[src/sapt_pkg.sv]
// Shared types, codes and arithmetic helpers of the beacon advert parser.
package sapt_pkg;

  localparam int SWEEP_MAX = 8;
  localparam int JOB_BYTES = 18;   // payload bytes 4..21 travel with a frame job

  // Input command codes
  localparam logic [1:0] CMD_BYTE   = 2'd0;
  localparam logic [1:0] CMD_UPLOAD = 2'd1;
  localparam logic [1:0] CMD_LOG    = 2'd2;

  // Result kinds
  localparam logic [2:0] KIND_STORED = 3'd0;
  localparam logic [2:0] KIND_DUP    = 3'd1;
  localparam logic [2:0] KIND_FULL   = 3'd2;
  localparam logic [2:0] KIND_MINMAX = 3'd3;
  localparam logic [2:0] KIND_BADLEN = 3'd4;
  localparam logic [2:0] KIND_ENTRY  = 3'd5;
  localparam logic [2:0] KIND_DONE   = 3'd6;

  typedef enum logic [2:0] {
    OP_FRAME20 = 3'd0,
    OP_FRAME22 = 3'd1,
    OP_BADLEN  = 3'd2,
    OP_UPLOAD  = 3'd3,
    OP_LOG     = 3'd4
  } sapt_op_t;

  typedef struct packed {
    logic [1:0]  command;
    logic [7:0]  byte_value;
    logic        last_byte;
    logic [31:0] now_ms;
  } sapt_in_t;

  typedef struct packed {
    logic [2:0]         kind;
    logic [2:0]         slot;
    logic [47:0]        mac_address;
    logic [6:0]         battery_percent;
    logic signed [15:0] temperature;
    logic [15:0]        humidity;
    logic [31:0]        up_time;
    logic signed [15:0] high_temperature;
    logic [31:0]        high_time;
    logic signed [15:0] low_temperature;
    logic [31:0]        low_time;
    logic               last_result;
  } sapt_out_t;

  // Classified request handed from front to back
  typedef struct packed {
    sapt_op_t                     op;
    logic [31:0]                  now;
    logic [JOB_BYTES-1:0][7:0]    bytes;  // bytes[k] is payload byte k+4
  } sapt_job_t;

  // One slot of the sensor table
  typedef struct packed {
    logic [47:0] mac;
    logic [6:0]  battery;
    logic [15:0] temperature;
    logic [15:0] humidity;
    logic [31:0] up_time;
    logic [31:0] update_time;
  } sapt_entry_t;

  // Piecewise millivolt to percent map; /10 by reciprocal 205/2048, /5 by 205/1024
  function automatic logic [6:0] battery_map(input logic [15:0] raw);
    logic [9:0]  d;
    logic [19:0] p;
    logic [6:0]  r;
    d = '0;
    p = '0;
    r = '0;
    if (raw >= 16'd3000) begin
      r = 7'd100;
    end else if (raw >= 16'd2600) begin
      d = 10'(raw - 16'd2600);
      p = 20'(d) * 20'd205;
      r = 7'd60 + 7'(p[19:11]);
    end else if (raw >= 16'd2500) begin
      d = 10'(raw - 16'd2500);
      p = 20'(d) * 20'd205;
      r = 7'd40 + 7'(p[19:10]);
    end else if (raw >= 16'd2400) begin
      d = 10'(raw - 16'd2400);
      p = 20'(d) * 20'd205;
      r = 7'd20 + 7'(p[19:10]);
    end
    return r;
  endfunction

  // raw * 10 / 16, truncated toward zero
  function automatic logic [15:0] scale_signed(input logic [15:0] raw);
    logic signed [19:0] p;
    logic signed [19:0] q;
    p = $signed({{4{raw[15]}}, raw}) * 20'sd10;
    if (p < 0) begin
      q = (p + 20'sd15) >>> 4;
    end else begin
      q = p >>> 4;
    end
    return q[15:0];
  endfunction

  function automatic logic [15:0] scale_unsigned(input logic [15:0] raw);
    logic [19:0] p;
    p = {4'b0, raw} * 20'd10;
    return p[19:4];
  endfunction

endpackage

[src/sapt_fifo.sv]
// Small register queue, used between front and back and on the result side.
module sapt_fifo #(
  parameter type ITEM_T = logic [0:0],
  parameter int  DEPTH  = 2
) (
  input  logic  clk,
  input  logic  rst,
  input  logic  push,
  output logic  full,
  input  ITEM_T din,
  input  logic  pop,
  output logic  empty,
  output ITEM_T dout
);
  localparam int PTR_W = (DEPTH > 1) ? $clog2(DEPTH) : 1;
  localparam int CNT_W = $clog2(DEPTH + 1);

  ITEM_T            mem [DEPTH];
  logic [PTR_W-1:0] wr_ptr;
  logic [PTR_W-1:0] rd_ptr;
  logic [CNT_W-1:0] count;
  logic             do_push;
  logic             do_pop;

  assign full    = (count == CNT_W'(DEPTH));
  assign empty   = (count == '0);
  assign do_push = push && !full;
  assign do_pop  = pop && !empty;
  assign dout    = mem[rd_ptr];

  always_ff @(posedge clk) begin
    if (do_push) begin
      mem[wr_ptr] <= din;
    end
    if (rst) begin
      wr_ptr <= '0;
      rd_ptr <= '0;
      count  <= '0;
    end else begin
      if (do_push) begin
        wr_ptr <= (wr_ptr == PTR_W'(DEPTH - 1)) ? '0 : wr_ptr + 1'b1;
      end
      if (do_pop) begin
        rd_ptr <= (rd_ptr == PTR_W'(DEPTH - 1)) ? '0 : rd_ptr + 1'b1;
      end
      if (do_push && !do_pop) begin
        count <= count + 1'b1;
      end else if (do_pop && !do_push) begin
        count <= count - 1'b1;
      end
    end
  end
endmodule

[src/sapt_ram.sv]
// Generic single write port RAM with registered read.
module sapt_ram #(
  parameter int WIDTH = 8,
  parameter int DEPTH = 8,
  localparam int ADDR_W = (DEPTH > 1) ? $clog2(DEPTH) : 1
) (
  input  logic                     clk,
  input  logic                     we,
  input  logic [ADDR_W-1:0]        waddr,
  input  logic [WIDTH-1:0]         wdata,
  input  logic [ADDR_W-1:0]        raddr,
  output logic [WIDTH-1:0]         rdata
);
  logic [WIDTH-1:0] mem [DEPTH];

  always_ff @(posedge clk) begin
    if (we) begin
      mem[waddr] <= wdata;
    end
    rdata <= mem[raddr];
  end
endmodule

[src/sapt_front.sv]
// Front end: collects payload bytes and classifies finished frames and sweeps.
module sapt_front #(
  parameter int FRAME_STORE_BYTES = 22
) (
  input  logic                clk,
  input  logic                rst,
  input  logic                push,
  output logic                full,
  input  sapt_pkg::sapt_in_t  request,
  output logic                job_push,
  output sapt_pkg::sapt_job_t job,
  input  logic                job_full
);
  import sapt_pkg::*;

  localparam int IDX_W = $clog2(FRAME_STORE_BYTES);

  logic [7:0] frame_bytes [FRAME_STORE_BYTES];
  logic [4:0] frame_length;
  logic [4:0] length_next;
  logic       accept;
  logic       is_byte;

  assign full    = job_full;
  assign accept  = push && !job_full;
  assign is_byte = (request.command == CMD_BYTE);

  // length including this byte, saturating
  assign length_next = (frame_length == 5'd31) ? frame_length : frame_length + 5'd1;

  // frame view with the incoming byte merged in
  always_comb begin
    for (int k = 0; k < JOB_BYTES; k++) begin
      job.bytes[k] = (frame_length == 5'(k + 4)) ? request.byte_value : frame_bytes[k + 4];
    end
    job.now = request.now_ms;
    case (request.command)
      CMD_UPLOAD: job.op = OP_UPLOAD;
      CMD_LOG:    job.op = OP_LOG;
      default: begin
        if (length_next == 5'd20) begin
          job.op = OP_FRAME20;
        end else if (length_next == 5'd22) begin
          job.op = OP_FRAME22;
        end else begin
          job.op = OP_BADLEN;
        end
      end
    endcase
    job_push = accept && ((request.command == CMD_UPLOAD) || (request.command == CMD_LOG)
                          || (is_byte && request.last_byte));
  end

  always_ff @(posedge clk) begin
    if (accept && is_byte && (frame_length < 5'(FRAME_STORE_BYTES))) begin
      frame_bytes[frame_length[IDX_W-1:0]] <= request.byte_value;
    end
    if (rst) begin
      frame_length <= '0;
    end else if (accept && is_byte) begin
      frame_length <= request.last_byte ? 5'd0 : length_next;
    end
  end
endmodule

[src/sapt_back.sv]
// Back end: table search, store, duplicate test and sweeps over the slot table.
module sapt_back #(
  parameter int SENSOR_SLOTS = 8
) (
  input  logic                clk,
  input  logic                rst,
  input  sapt_pkg::sapt_job_t job,
  input  logic                job_empty,
  output logic                job_pop,
  input  logic [31:0]         window,
  output logic                res_push,
  output sapt_pkg::sapt_out_t res,
  input  logic                res_full
);
  import sapt_pkg::*;

  localparam int SLOT_W = (SENSOR_SLOTS > 1) ? $clog2(SENSOR_SLOTS) : 1;
  localparam int CNT_W  = $clog2(SENSOR_SLOTS + 1);

  typedef enum logic [5:0] {
    S_IDLE    = 6'b000001,
    S_SCAN    = 6'b000010,
    S_RESOLVE = 6'b000100,
    S_SW_RD   = 6'b001000,
    S_SW_EMIT = 6'b010000,
    S_SW_DONE = 6'b100000
  } state_t;

  state_t                  state;
  sapt_job_t               cur;
  logic [CNT_W-1:0]        scan_cnt;
  logic                    rd_valid;
  logic [SLOT_W-1:0]       rd_idx;
  logic                    rm_found;
  logic [SLOT_W-1:0]       rm_idx;
  logic [31:0]             rm_time;
  logic                    ch_found;
  logic [SLOT_W-1:0]       ch_idx;
  logic [SENSOR_SLOTS-1:0] upload_ready;
  logic [SENSOR_SLOTS-1:0] log_ready;
  logic [CNT_W-1:0]        sw_idx;
  logic [3:0]              sw_cnt;
  logic                    sw_log;

  sapt_entry_t       rdata;
  sapt_entry_t       wdata;
  logic              ram_we;
  logic [SLOT_W-1:0] raddr;
  logic [47:0]       cur_mac;
  logic              mac_hit;
  logic              slot_ready;
  logic              sw_flag;
  logic              is_dup20;
  logic [31:0]       dup_limit;

  sapt_ram #(
    .WIDTH ($bits(sapt_entry_t)),
    .DEPTH (SENSOR_SLOTS)
  ) u_table (
    .clk   (clk),
    .we    (ram_we),
    .waddr (ch_idx),
    .wdata (wdata),
    .raddr (raddr),
    .rdata (rdata)
  );

  assign cur_mac = {cur.bytes[0], cur.bytes[1], cur.bytes[2],
                    cur.bytes[3], cur.bytes[4], cur.bytes[5]};
  assign raddr      = (state == S_SCAN) ? scan_cnt[SLOT_W-1:0] : sw_idx[SLOT_W-1:0];
  assign mac_hit    = (rdata.mac == cur_mac);
  assign slot_ready = upload_ready[rd_idx];
  assign sw_flag    = sw_log ? log_ready[sw_idx[SLOT_W-1:0]] : upload_ready[sw_idx[SLOT_W-1:0]];
  assign dup_limit  = rm_time + window;
  assign is_dup20   = rm_found && (cur.now < dup_limit);

  // new table entry from the frame
  always_comb begin
    wdata.mac         = cur_mac;
    wdata.battery     = battery_map({cur.bytes[7], cur.bytes[6]});
    wdata.temperature = scale_signed({cur.bytes[9], cur.bytes[8]});
    wdata.humidity    = scale_unsigned({cur.bytes[11], cur.bytes[10]});
    wdata.up_time     = {cur.bytes[15], cur.bytes[14], cur.bytes[13], cur.bytes[12]};
    wdata.update_time = cur.now;
  end

  always_comb begin
    job_pop  = (state == S_IDLE) && !job_empty;
    res_push = 1'b0;
    ram_we   = 1'b0;
    res      = '0;
    case (state)
      S_RESOLVE: begin
        res_push         = !res_full;
        res.last_result  = 1'b1;
        res.mac_address  = cur_mac;
        case (cur.op)
          OP_FRAME20: begin
            if (is_dup20) begin
              res.kind = KIND_DUP;
              res.slot = 3'(rm_idx);
            end else if (ch_found) begin
              ram_we              = !res_full;
              res.kind            = KIND_STORED;
              res.slot            = 3'(ch_idx);
              res.battery_percent = wdata.battery;
              res.temperature     = wdata.temperature;
              res.humidity        = wdata.humidity;
              res.up_time         = wdata.up_time;
            end else begin
              res.kind = KIND_FULL;
            end
          end
          OP_FRAME22: begin
            if (rm_found) begin
              res.kind = KIND_DUP;
              res.slot = 3'(rm_idx);
            end else begin
              res.kind             = KIND_MINMAX;
              res.high_temperature = scale_signed({cur.bytes[7], cur.bytes[6]});
              res.high_time        = {cur.bytes[11], cur.bytes[10], cur.bytes[9], cur.bytes[8]};
              res.low_temperature  = scale_signed({cur.bytes[13], cur.bytes[12]});
              res.low_time         = {cur.bytes[17], cur.bytes[16], cur.bytes[15], cur.bytes[14]};
            end
          end
          default: begin
            res.kind        = KIND_BADLEN;
            res.mac_address = '0;
          end
        endcase
      end
      S_SW_EMIT: begin
        res.kind            = KIND_ENTRY;
        res.slot            = 3'(sw_idx);
        res.mac_address     = rdata.mac;
        res.battery_percent = rdata.battery;
        res.temperature     = rdata.temperature;
        res.humidity        = rdata.humidity;
        res.up_time         = rdata.up_time;
        res_push            = sw_flag && (sw_cnt < 4'(SWEEP_MAX)) && !res_full;
      end
      S_SW_DONE: begin
        res.kind        = KIND_DONE;
        res.last_result = 1'b1;
        res_push        = !res_full;
      end
      default: begin
      end
    endcase
  end

  always_ff @(posedge clk) begin
    if (job_pop) begin
      cur <= job;
    end
    if (rst) begin
      state        <= S_IDLE;
      upload_ready <= '0;
      log_ready    <= '0;
      rd_valid     <= 1'b0;
      scan_cnt     <= '0;
      rm_found     <= 1'b0;
      ch_found     <= 1'b0;
      sw_idx       <= '0;
      sw_cnt       <= '0;
      sw_log       <= 1'b0;
    end else begin
      case (state)
        S_IDLE: begin
          if (!job_empty) begin
            scan_cnt <= '0;
            rd_valid <= 1'b0;
            rm_found <= 1'b0;
            ch_found <= 1'b0;
            sw_idx   <= '0;
            sw_cnt   <= '0;
            sw_log   <= (job.op == OP_LOG);
            case (job.op)
              OP_FRAME20, OP_FRAME22: state <= S_SCAN;
              OP_UPLOAD, OP_LOG:      state <= S_SW_RD;
              default:                state <= S_RESOLVE;
            endcase
          end
        end
        S_SCAN: begin
          if (scan_cnt < CNT_W'(SENSOR_SLOTS)) begin
            rd_valid <= 1'b1;
            rd_idx   <= scan_cnt[SLOT_W-1:0];
            scan_cnt <= scan_cnt + 1'b1;
          end else begin
            rd_valid <= 1'b0;
          end
          if (rd_valid) begin
            if (!rm_found && mac_hit && slot_ready) begin
              rm_found <= 1'b1;
              rm_idx   <= rd_idx;
              rm_time  <= rdata.update_time;
            end
            if (!ch_found && (mac_hit || !slot_ready)) begin
              ch_found <= 1'b1;
              ch_idx   <= rd_idx;
            end
            if (rd_idx == SLOT_W'(SENSOR_SLOTS - 1)) begin
              state <= S_RESOLVE;
            end
          end
        end
        S_RESOLVE: begin
          if (!res_full) begin
            if (ram_we) begin
              upload_ready[ch_idx] <= 1'b1;
              log_ready[ch_idx]    <= 1'b1;
            end
            state <= S_IDLE;
          end
        end
        S_SW_RD: begin
          state <= (sw_idx == CNT_W'(SENSOR_SLOTS)) ? S_SW_DONE : S_SW_EMIT;
        end
        S_SW_EMIT: begin
          if (res_push) begin
            if (sw_log) begin
              log_ready[sw_idx[SLOT_W-1:0]] <= 1'b0;
            end else begin
              upload_ready[sw_idx[SLOT_W-1:0]] <= 1'b0;
            end
            sw_cnt <= sw_cnt + 4'd1;
          end
          if (res_push || !(sw_flag && (sw_cnt < 4'(SWEEP_MAX)))) begin
            sw_idx <= sw_idx + 1'b1;
            state  <= S_SW_RD;
          end
        end
        S_SW_DONE: begin
          if (!res_full) begin
            state <= S_IDLE;
          end
        end
        default: state <= S_IDLE;
      endcase
    end
  end

  a_push_room: assert property (@(posedge clk) disable iff (rst) res_push |-> !res_full)
    else $error("result pushed into a full queue");
  a_write_slot: assert property (@(posedge clk) disable iff (rst)
    ram_we |-> (state == S_RESOLVE) && ch_found && !is_dup20)
    else $error("table written outside a store");
  a_store_sets: assert property (@(posedge clk) disable iff (rst)
    ram_we |=> upload_ready[$past(ch_idx)] && log_ready[$past(ch_idx)])
    else $error("stored slot not marked ready");
endmodule

[src/sensor_advert_parser_table_core.sv]
// Top level of the beacon advert parser with its sensor slot table.
//
//  channel   | handshake          | payload / notes
//  ----------+--------------------+-----------------------------------------------
//  request   | push / full        | sapt_in_t: command, byte_value, last_byte, now
//  result    | pop / empty        | sapt_out_t, oldest result first
//  config    | APB psel/penable   | duplicate_window_ms at address 0, pready tied high
//
// A byte request is taken while the job queue has room. A 20 or 22 byte frame
// then passes through job pop, a scan of all SENSOR_SLOTS slots through the
// registered RAM port and resolve in the back end; a bad length goes from job pop
// to resolve; a sweep reads and emits each ready slot in turn, then a done result.
// A two-deep job queue lets further bytes arrive while the back end scans.
// Reset (rst, synchronous) empties both queues, clears the ready flags and the
// frame count and loads the 30000 ms window. full rises only when the job
// queue is full; a stalled pop holds the result on the output queue head.
module sensor_advert_parser_table_core #(
  parameter int SENSOR_SLOTS      = 8,
  parameter int FRAME_STORE_BYTES = 22
) (
  input  logic                clk,
  input  logic                rst,
  input  logic                push,
  output logic                full,
  input  sapt_pkg::sapt_in_t  request,
  output logic                empty,
  input  logic                pop,
  output sapt_pkg::sapt_out_t result,
  input  logic                psel,
  input  logic                penable,
  input  logic                pwrite,
  input  logic                paddr,
  input  logic [31:0]         pwdata,
  output logic [31:0]         prdata,
  output logic                pready
);
  import sapt_pkg::*;

  localparam logic ADDR_WINDOW = 1'b0;

  logic        [31:0] window;
  sapt_job_t          job_in;
  sapt_job_t          job_out;
  logic               job_push;
  logic               job_full;
  logic               job_pop;
  logic               job_empty;
  sapt_out_t          res;
  logic               res_push;
  logic               res_full;

  // config register, written on the APB access phase
  assign pready = 1'b1;
  assign prdata = (paddr == ADDR_WINDOW) ? window : 32'd0;

  always_ff @(posedge clk) begin
    if (rst) begin
      window <= 32'd30000;
    end else if (psel && penable && pwrite && pready && (paddr == ADDR_WINDOW)) begin
      window <= pwdata;
    end
  end

  // front: byte collection and classification
  sapt_front #(
    .FRAME_STORE_BYTES (FRAME_STORE_BYTES)
  ) u_front (
    .clk      (clk),
    .rst      (rst),
    .push     (push),
    .full     (full),
    .request  (request),
    .job_push (job_push),
    .job      (job_in),
    .job_full (job_full)
  );

  // decoupling queue between front and back
  sapt_fifo #(
    .ITEM_T (sapt_job_t),
    .DEPTH  (2)
  ) u_job_q (
    .clk   (clk),
    .rst   (rst),
    .push  (job_push),
    .full  (job_full),
    .din   (job_in),
    .pop   (job_pop),
    .empty (job_empty),
    .dout  (job_out)
  );

  // back: table search, store and sweeps
  sapt_back #(
    .SENSOR_SLOTS (SENSOR_SLOTS)
  ) u_back (
    .clk       (clk),
    .rst       (rst),
    .job       (job_out),
    .job_empty (job_empty),
    .job_pop   (job_pop),
    .window    (window),
    .res_push  (res_push),
    .res       (res),
    .res_full  (res_full)
  );

  // result queue seen by the consumer
  sapt_fifo #(
    .ITEM_T (sapt_out_t),
    .DEPTH  (4)
  ) u_res_q (
    .clk   (clk),
    .rst   (rst),
    .push  (res_push),
    .full  (res_full),
    .din   (res),
    .pop   (pop),
    .empty (empty),
    .dout  (result)
  );
endmodule

[config.mk]
export PLATFORM = sky130hd
export DESIGN_NAME = sensor_advert_parser_table_core
export DESIGN_NICKNAME = d
export VERILOG_FILES = /design/src/sapt_pkg.sv /design/src/sapt_fifo.sv /design/src/sapt_ram.sv /design/src/sapt_front.sv /design/src/sapt_back.sv /design/src/sensor_advert_parser_table_core.sv
export SDC_FILE = /design/constraint.sdc
export NUM_CORES = 2
export LEC_CHECK = 0
export BUFFER_PORTS_ARGS = -buffer_cell sky130_fd_sc_hd__buf_2
export CAP_MARGIN = 20
export CORE_UTILIZATION = 60
export CTS_CLUSTER_DIAMETER = 200
export DETAILED_ROUTE_END_ITERATION = 12
export GPL_TIMING_DRIVEN = 1
export HOLD_SLACK_MARGIN = 0.03
export PLACE_DENSITY_LB_ADDON = 0.05
export SLEW_MARGIN = 20
export SYNTH_ARGS = -nofsm -noshare
export SYNTH_HDL_FRONTEND = slang
export SYNTH_SLANG_ARGS = --single-unit
[constraint.sdc]
create_clock -name clk -period 53.8 [get_ports clk]
set_clock_uncertainty 0.05 [all_clocks]
set_input_delay 10.76 -clock clk [delete_from_list [all_inputs] [get_ports clk]]
set_output_delay 10.76 -clock clk [all_outputs]
set_load 0.01 [all_outputs]
# ---- Word-level counts from Yosys, hierarchy flattened
# Memories as Yosys holds them, arrays and structs flattened. A register that Yosys moved wholly into a read port is not among the register bits.
# Cells that the tools add are included.
dict set report word_totals {
  regBits 306
  ramBits 2630
  inputBits 83
  output_inout_bits 257
  wordCells 339
  mem_count 4
}
# name depth word_bits read_ports rd_clocked_by_memory_dff wr line
set memory_table {}
lappend memory_table {u_back.u_table.mem 8 151 1 1 1 sapt_ram.sv:14} ;# logic [WIDTH-1:0] mem [DEPTH];
lappend memory_table {u_res_q.mem 4 222 1 1 1 sapt_fifo.sv:18} ;# ITEM_T mem [DEPTH];
lappend memory_table {u_job_q.mem 2 179 1 1 1 sapt_fifo.sv:18}
lappend memory_table {u_front.frame_bytes 22 8 18 0 1 sapt_front.sv:18} ;# logic [7:0] frame_bytes [FRAME_STORE_BYTES];
dict set report classes {
  addsub 22
  multipliers 7
  order_cmp 16
  eq_ne 53
  n_mux 119
  bitwise_logic 8
  reduce_logical 68
}
# cell count
set op_table {}
lappend op_table {{two-way mux 96 bit} 3}
lappend op_table {{case mux 122 bit (2 select lines)} 1}
lappend op_table {{two-way mux 71 bit} 3}
lappend op_table {{two-way mux 8 bit} 26}
lappend op_table {{greater-or-equal comparator 16 x 12 -> 1 bit, second input constant} 4}
lappend op_table {{adder 20 x 5 -> 20 bit, second input constant} 3}
lappend op_table {{< comparator 20 x 1 -> 1 bit, second input constant} 3}
lappend op_table {{multiplier 16 x 4 -> 19 bit, second input constant} 3}
lappend op_table {{== test 48 bit} 1}
lappend op_table {{two-way mux 16 bit} 3}
lappend op_table {{two-way mux 48 bit} 1}
lappend op_table {{== test 5 bit, second input constant} 9}
lappend op_table {{== test 5 x 4 -> 1 bit, second input constant} 8}
lappend op_table {{two-way mux 6 bit} 6}
lappend op_table {{multiplier 10 x 8 -> 17 bit, second input constant} 2}
lappend op_table {{adder 32 bit} 1}
lappend op_table {{< comparator 32 bit} 1}
lappend op_table {{two-way mux 32 bit} 1}
lappend op_table {{case mux 4 bit (2 select lines)} 4}
lappend op_table {{case mux 8 bit (2 select lines)} 2}
lappend op_table {{case mux 6 bit (5 select lines)} 1}
lappend op_table {{two-way mux 1 bit} 29}
lappend op_table {{two-way mux 7 bit} 4}
lappend op_table {{logical AND 1 bit} 25}
lappend op_table {{other kinds (55)} 149}

# ---- Depth between registers and ports, before layout
dict set report depth {
  word_depth 11
  depth_mapped 28
  depth_no_buf 28
}

# ---- Modules after synthesis
# Synthesis repeated with hierarchy kept, for this count alone.
dict set report hier_totals {
  hier_cells 6553
  hier_area_um2 125745.6
}
# mod n_inst cells_per_inst area_each_um2 seq_area_each_um2
set modules_own_cells {}
lappend modules_own_cells {sapt_ram 1 1910 48421.4 39297.7}
lappend modules_own_cells {{sapt_fifo (u_res_q)} 1 1210 32507.4 26845.7}
lappend modules_own_cells {sapt_back 1 2229 22466.5 7367.1}
lappend modules_own_cells {{sapt_fifo (u_job_q)} 1 582 13544.2 10850.4}
lappend modules_own_cells {sapt_front 1 445 7143.1 4424.2}
lappend modules_own_cells {sensor_advert_parser_table_core 1 177 1662.8 640.6}

# ---- Worst setup path before layout
# OpenSTA, ideal clock, no wires.
dict set report synth_path {
  path_type {input port to flip-flop}
  from {in request[41] (netlist bit)}
  to {mem u_job_q.mem[0][0] (netlist bit), enable pin}
  setup_time_ns 0.938
  t_arrival_ns 23.231
  required_time_ns 52.812
  path_slack_ns 29.580
  path_stages 4
  n_path_buf 0
  path_cell_list {inv_1 ha_1 a21oi_1 nor3_1}
}
dict set report synth_via {
  elab_chain_cells 7
  word_cells_on_any_way 10
  cone_classes {eq/ne (2); mux (2); reduce/logical (6)}
}
# element line
set synth_lines {}
lappend synth_lines {{start, declared} sensor_advert_parser_table_core.sv:25} ;# input sapt_pkg::sapt_in_t request,
lappend synth_lines {{== test 2 x 1 -> 1 bit (tied with other cells)} sapt_front.sv:50} ;# job_push = accept && ((request.command == CMD_UPLOAD) || (request.command == CMD_LOG)
lappend synth_lines {{logical OR 1 bit or logical AND 1 bit (tied branches)} {sapt_front.sv:50, sapt_front.sv:51}}
lappend synth_lines {{logical OR 1 bit (*)} sapt_front.sv:51} ;# || (is_byte && request.last_byte));
lappend synth_lines {{logical AND 1 bit (*)} sapt_front.sv:50}
lappend synth_lines {{logical AND 1 bit (*)} sapt_fifo.sv:27} ;# assign do_push = push && !full;
lappend synth_lines {{two-way mux 1 bit (*)} sapt_fifo.sv:32} ;# if (do_push) begin
lappend synth_lines {{two-way mux 1 bit (not written as such) (*)} sapt_fifo.sv:33} ;# mem[wr_ptr] <= din;
lappend synth_lines {{end, declared} sapt_fifo.sv:18}
# Mark *: on every way between the ends. The rest lies on a longest branch, timed or not.

# ---- Worst setup path after layout
dict set report layout_path {
  from {in paddr}
  to {out prdata[5]}
}
dict set report layout_via {
  elab_chain_cells 1
}
# element line
set layout_lines {}
lappend layout_lines {{start, declared} sensor_advert_parser_table_core.sv:32} ;# input logic paddr,
lappend layout_lines {{two-way mux 32 bit} sensor_advert_parser_table_core.sv:54} ;# assign prdata = (paddr == ADDR_WINDOW) ? window : 32'd0;
lappend layout_lines {{end, declared} sensor_advert_parser_table_core.sv:34} ;# output logic [31:0] prdata,
# Every way passes these cells.

==> run_results.csv <==
group,metric,value,unit
synthesis,synth_fa_ha_area_share,4.30,%
clocking,cts.clk_slew.worst_paths,0.06,ns
power,p_switching,2.56,mW
finish,ff_latch_area,89400,µm²
synthesis,synth_compound_area_share,3.54,%
clocking,cts_setup_buffers,0,
power,seqPwrFrac,39.0,%
critical_path,r2r-start,"window[4]$_SDFFE_PP1P_",
timing,rsz0062_at_grt,"false",
power,swShare,32.9,%
power,combPwrFrac,34.0,%
die,die_w,458,µm
clocking,holdBufCountCts,0,
critical_path,worst_setup_path_start_kind,"input port",
worst_hold_path,hold_path_end,"u_back.rm_time[3]$_DFFE_PP_",
global_routing,grt_start_max_net_pins,119,
timing,post-route-min-period,22.45,ns
clocking,cts_buffers,318,
route,viasPerCell,6.19,
synthesis,yosysTopAreaCell,"edfxtp_1",
timing,fin_crit_sh,41.7,%
worst_hold_path,hold_depth,0,
global_routing,antenna_found_initial,15,
critical_path,arrival,11.64,ns
route,wl,267000,µm
worst_hold_path,hold_path.startpoint,"u_back.u_table.rdata[3]$_DFF_P_",
global_routing,gr-total-overflow,0,
finish,nNetsFinal,7559,
route,routedWlPerCell,26.7,µm
timing,hold_viol,0,
global_routing,grt_usage,25.7,%
synthesis,syn-mean-instance-area,18.9,µm²
synthesis,synth_cell_type_count,90,
critical_path,path_class,"input port to primary output",
die,initial_core_util,60.6,%
clocking,clockRootBuffer,"clkbuf_16",
synthesis,seq_area_frac_synth,71.8,%
critical_path,r2r_slack,44.79,ns
synthesis,async_flop_share,0,%
power,power_density,55.9,nW/µm²
clocking,cts.sinks,3058,
status,status,"completed",
synthesis,yosys.area.top_type_share,67.9,%
clocking,clockBufferDepth,4,
critical_path,r2r_cells,21,
timing,fmax,0.0445,GHz
finish,layout-drive-gt1-share,26.4,%
route,drt_iter0_markers,5054,
place,dp_hpwl,157000,µm
place,routabilityCongestion,0.846,
route,vias,62000,
synthesis,synth-edff-count,2818,
clocking,clkLatencyLatePin,0.96,ns
timing,slew_headroom,25.6,%
synthesis,synth_top_family_by_area,"multiplexers",
clocking,h-tree-depth,5,
route,ant_nets,0,
die,core-area,205000,µm²
critical_path,r2r_end,"u_back.u_table.mem[2][40]$_DFFE_PP_",
timing,fin_ws,31.35,ns
die,dieArea,209000,µm²
synthesis,netlist_top_cells_area,"edfxtp_1 68%, mux4_2 9.5%, mux2_2 4.3%",
die,die_y,458,µm
finish,areaGrowthSynthToFinish,12.0,%
critical_path,end_kind,"primary output",
power,vdd_drop_max,0.198,mV
die,io_pins,340,
timing,tightest_slew,1.12,ns
timing,setup_violations,0,
finish,n_fill_cell,13300,
power,p_int,5.23,mW
synthesis,synth_cells,6595,
synthesis,ys.flop_type,"edfxtp_1",
route,first_pass_iters,6,
global_routing,grt_pass1_wl,401000,µm
die,std_cell_rows,166,
power,power_frac_clock,27.0,%
clocking,tritoncts,"built",
critical_path,cp_data_required_time,42.99,ns
synthesis,synth_mux_area_share,14.0,%
finish,multiInputGateArea,33400,µm²
critical_path,worstPathMaxFanout,34,
place,port_buffers,338,
timing,tns,0,ns
clocking,post_cts_resized,0,
finish,utilization,67.9,%
route,drc_errors,0,
place,post-place-ws,31.29,ns
job,maxCapViolations,0,
synthesis,synthSimpleGateAreaFrac,3.35,%
synthesis,synthXorXnorAreaFrac,1.55,%
worst_hold_path,hold_path_class,"flip-flop to flip-flop",
global_routing,grt_pass1_vias,64200,
synthesis,netlist_area,125000,µm²
synthesis,synth_fp_nets,7074,
synthesis,ys_ff_latch,3058,
synthesis,ys_warn_count,0,
power,p_leak,46.5,nW
timing,finalMaxSlewViolations,0,
## Yosys cell counts, types with 10 or more instances
cell type and instances:
a211oi_1 28, a21o_1 50, a21oi_1 155, a221oi_1 14
a22o_1 117, a31oi_1 12, and2_1 94, and3_1 24
and4_1 10, buf_1 51, buf_2 33, clkbuf_1 170
dfxtp_1 240, edfxtp_1 2818, fa_1 53, ha_1 343
inv_1 212, mux2_2 478, mux2i_1 19, mux4_2 526
nand2_1 180, nand2b_1 26, nand3_1 58, nand3b_1 12
nand4_1 42, nor2_1 174, nor2b_1 51, nor3_1 51
nor3b_1 10, nor4_1 12, o211ai_1 14, o21a_1 21
o21ai_0 83, o31ai_1 11, or3_1 18, xnor2_1 138
xor2_1 82
## placed cells by master (no fill, tap or decap), types with 50 or more instances in the layout
cell,instances
nand2_1,180
xor2_1,82
clkbuf_16,327
ha_1,343
clkinv_2,50
fa_1,53
a22o_1,116
mux2_2,478
nand3_1,58
mux4_2,526
a21o_1,50
xnor2_1,138
inv_1,204
a21oi_1,155
buf_4,81
nor2_1,174
and2_1,89
nor2b_1,51
dfxtp_1,237
buf_2,337
clkbuf_1,89
o21ai_0,82
edfxtp_1,2818
## how the worst max path moves through the flow
| stage | from | to | cells after the start |
|---|---|---|---|
| 3_5_place_dp | paddr | prdata[5] | 3 |
| 6_report | paddr | prdata[5] | 3 |
| 5_1_grt | paddr | prdata[5] | 3 |
| 4_1_cts | paddr | prdata[5] | 3 |
| 2_1_floorplan | request[41] | u_job_q.mem[0][0]$_DFFE_PP_ | 4 |
| 3_3_place_gp | paddr | prdata[2] | 3 |
## power by group through the flow
stage | Sequential, mW | Clock [mW] | Combinational [mW]
floorplan | 3.04 | 0 | 1.96
global placement | 3.08 | 0 | 2.58
detailed placement | 3.09 | 0 | 2.64
CTS | 3.04 | 2.14 | 2.66
global route | 3.05 | 2.23 | 2.97
finish | 3.04 | 2.11 | 2.65
## through the flow
step	total power, mW	hold slack, ns	instances	cell area (µm²)
floorplan	5.00	0.336	6595	125000
global placement	5.67	0.338	9448	129000
detailed placement	5.73	0.339	9448	129000
CTS	7.85	0.353	10000	139000
global route	8.26	0.357	10000	139000
finish	7.80	0.353	10000	139000
## critical path: stages
cell and delay (ns):
buf_2 0.55, nor2b_1 0.13, buf_2 0.17
## flip-flops by register name (all words and copies together), names as in the netlist, 4 cells and up, named ones only
name and count:
u_back.rm_time 32, u_back.scan_cnt 4, u_job_q.mem 358, u_back.sw_idx 4, u_back.upload_ready 8, u_back.cur 179, u_res_q.mem 888, u_front.frame_bytes 144
u_front.frame_length 5, window 32, u_back.sw_cnt 4, u_back.u_table.rdata 151, u_back.log_ready 8, u_back.state 6, u_back.u_table.mem 1208
## cell type report
| type | instances | share of cell area, % |
|---|---|---|
| Sequential cell | 3058 | 64.1 |
| Multi-Input combinational cell | 3065 | 24.0 |
| Clock buffer | 439 | 6.33 |
| Tap cell | 2688 | 2.41 |
| Timing Repair Buffer | 424 | 1.73 |
| Clock inverter | 124 | 0.815 |
| Inverter | 213 | 0.607 |
| Antenna cell | 6 | 0.0108 |
## kinds of logic (layout without fill, tap and decap cells)
group	Yosys count	in the layout
buf+inv	472	1200
mux	1023	1023
other cells	1	7
simple gates	805	805
flops	3058	3058
compound gates	620	620
fa+ha+maj	396	396
xor+xnor	220	220
## metal layers
metal / share of wire, % / global-route usage [%]
met2: 51 / 44.0
met4: 2.5 / 6.97
met3: 5.1 / 3.47
met1: 42 / 34.9
met5: 0 / 0
Power figures use the tool's default switching activity.
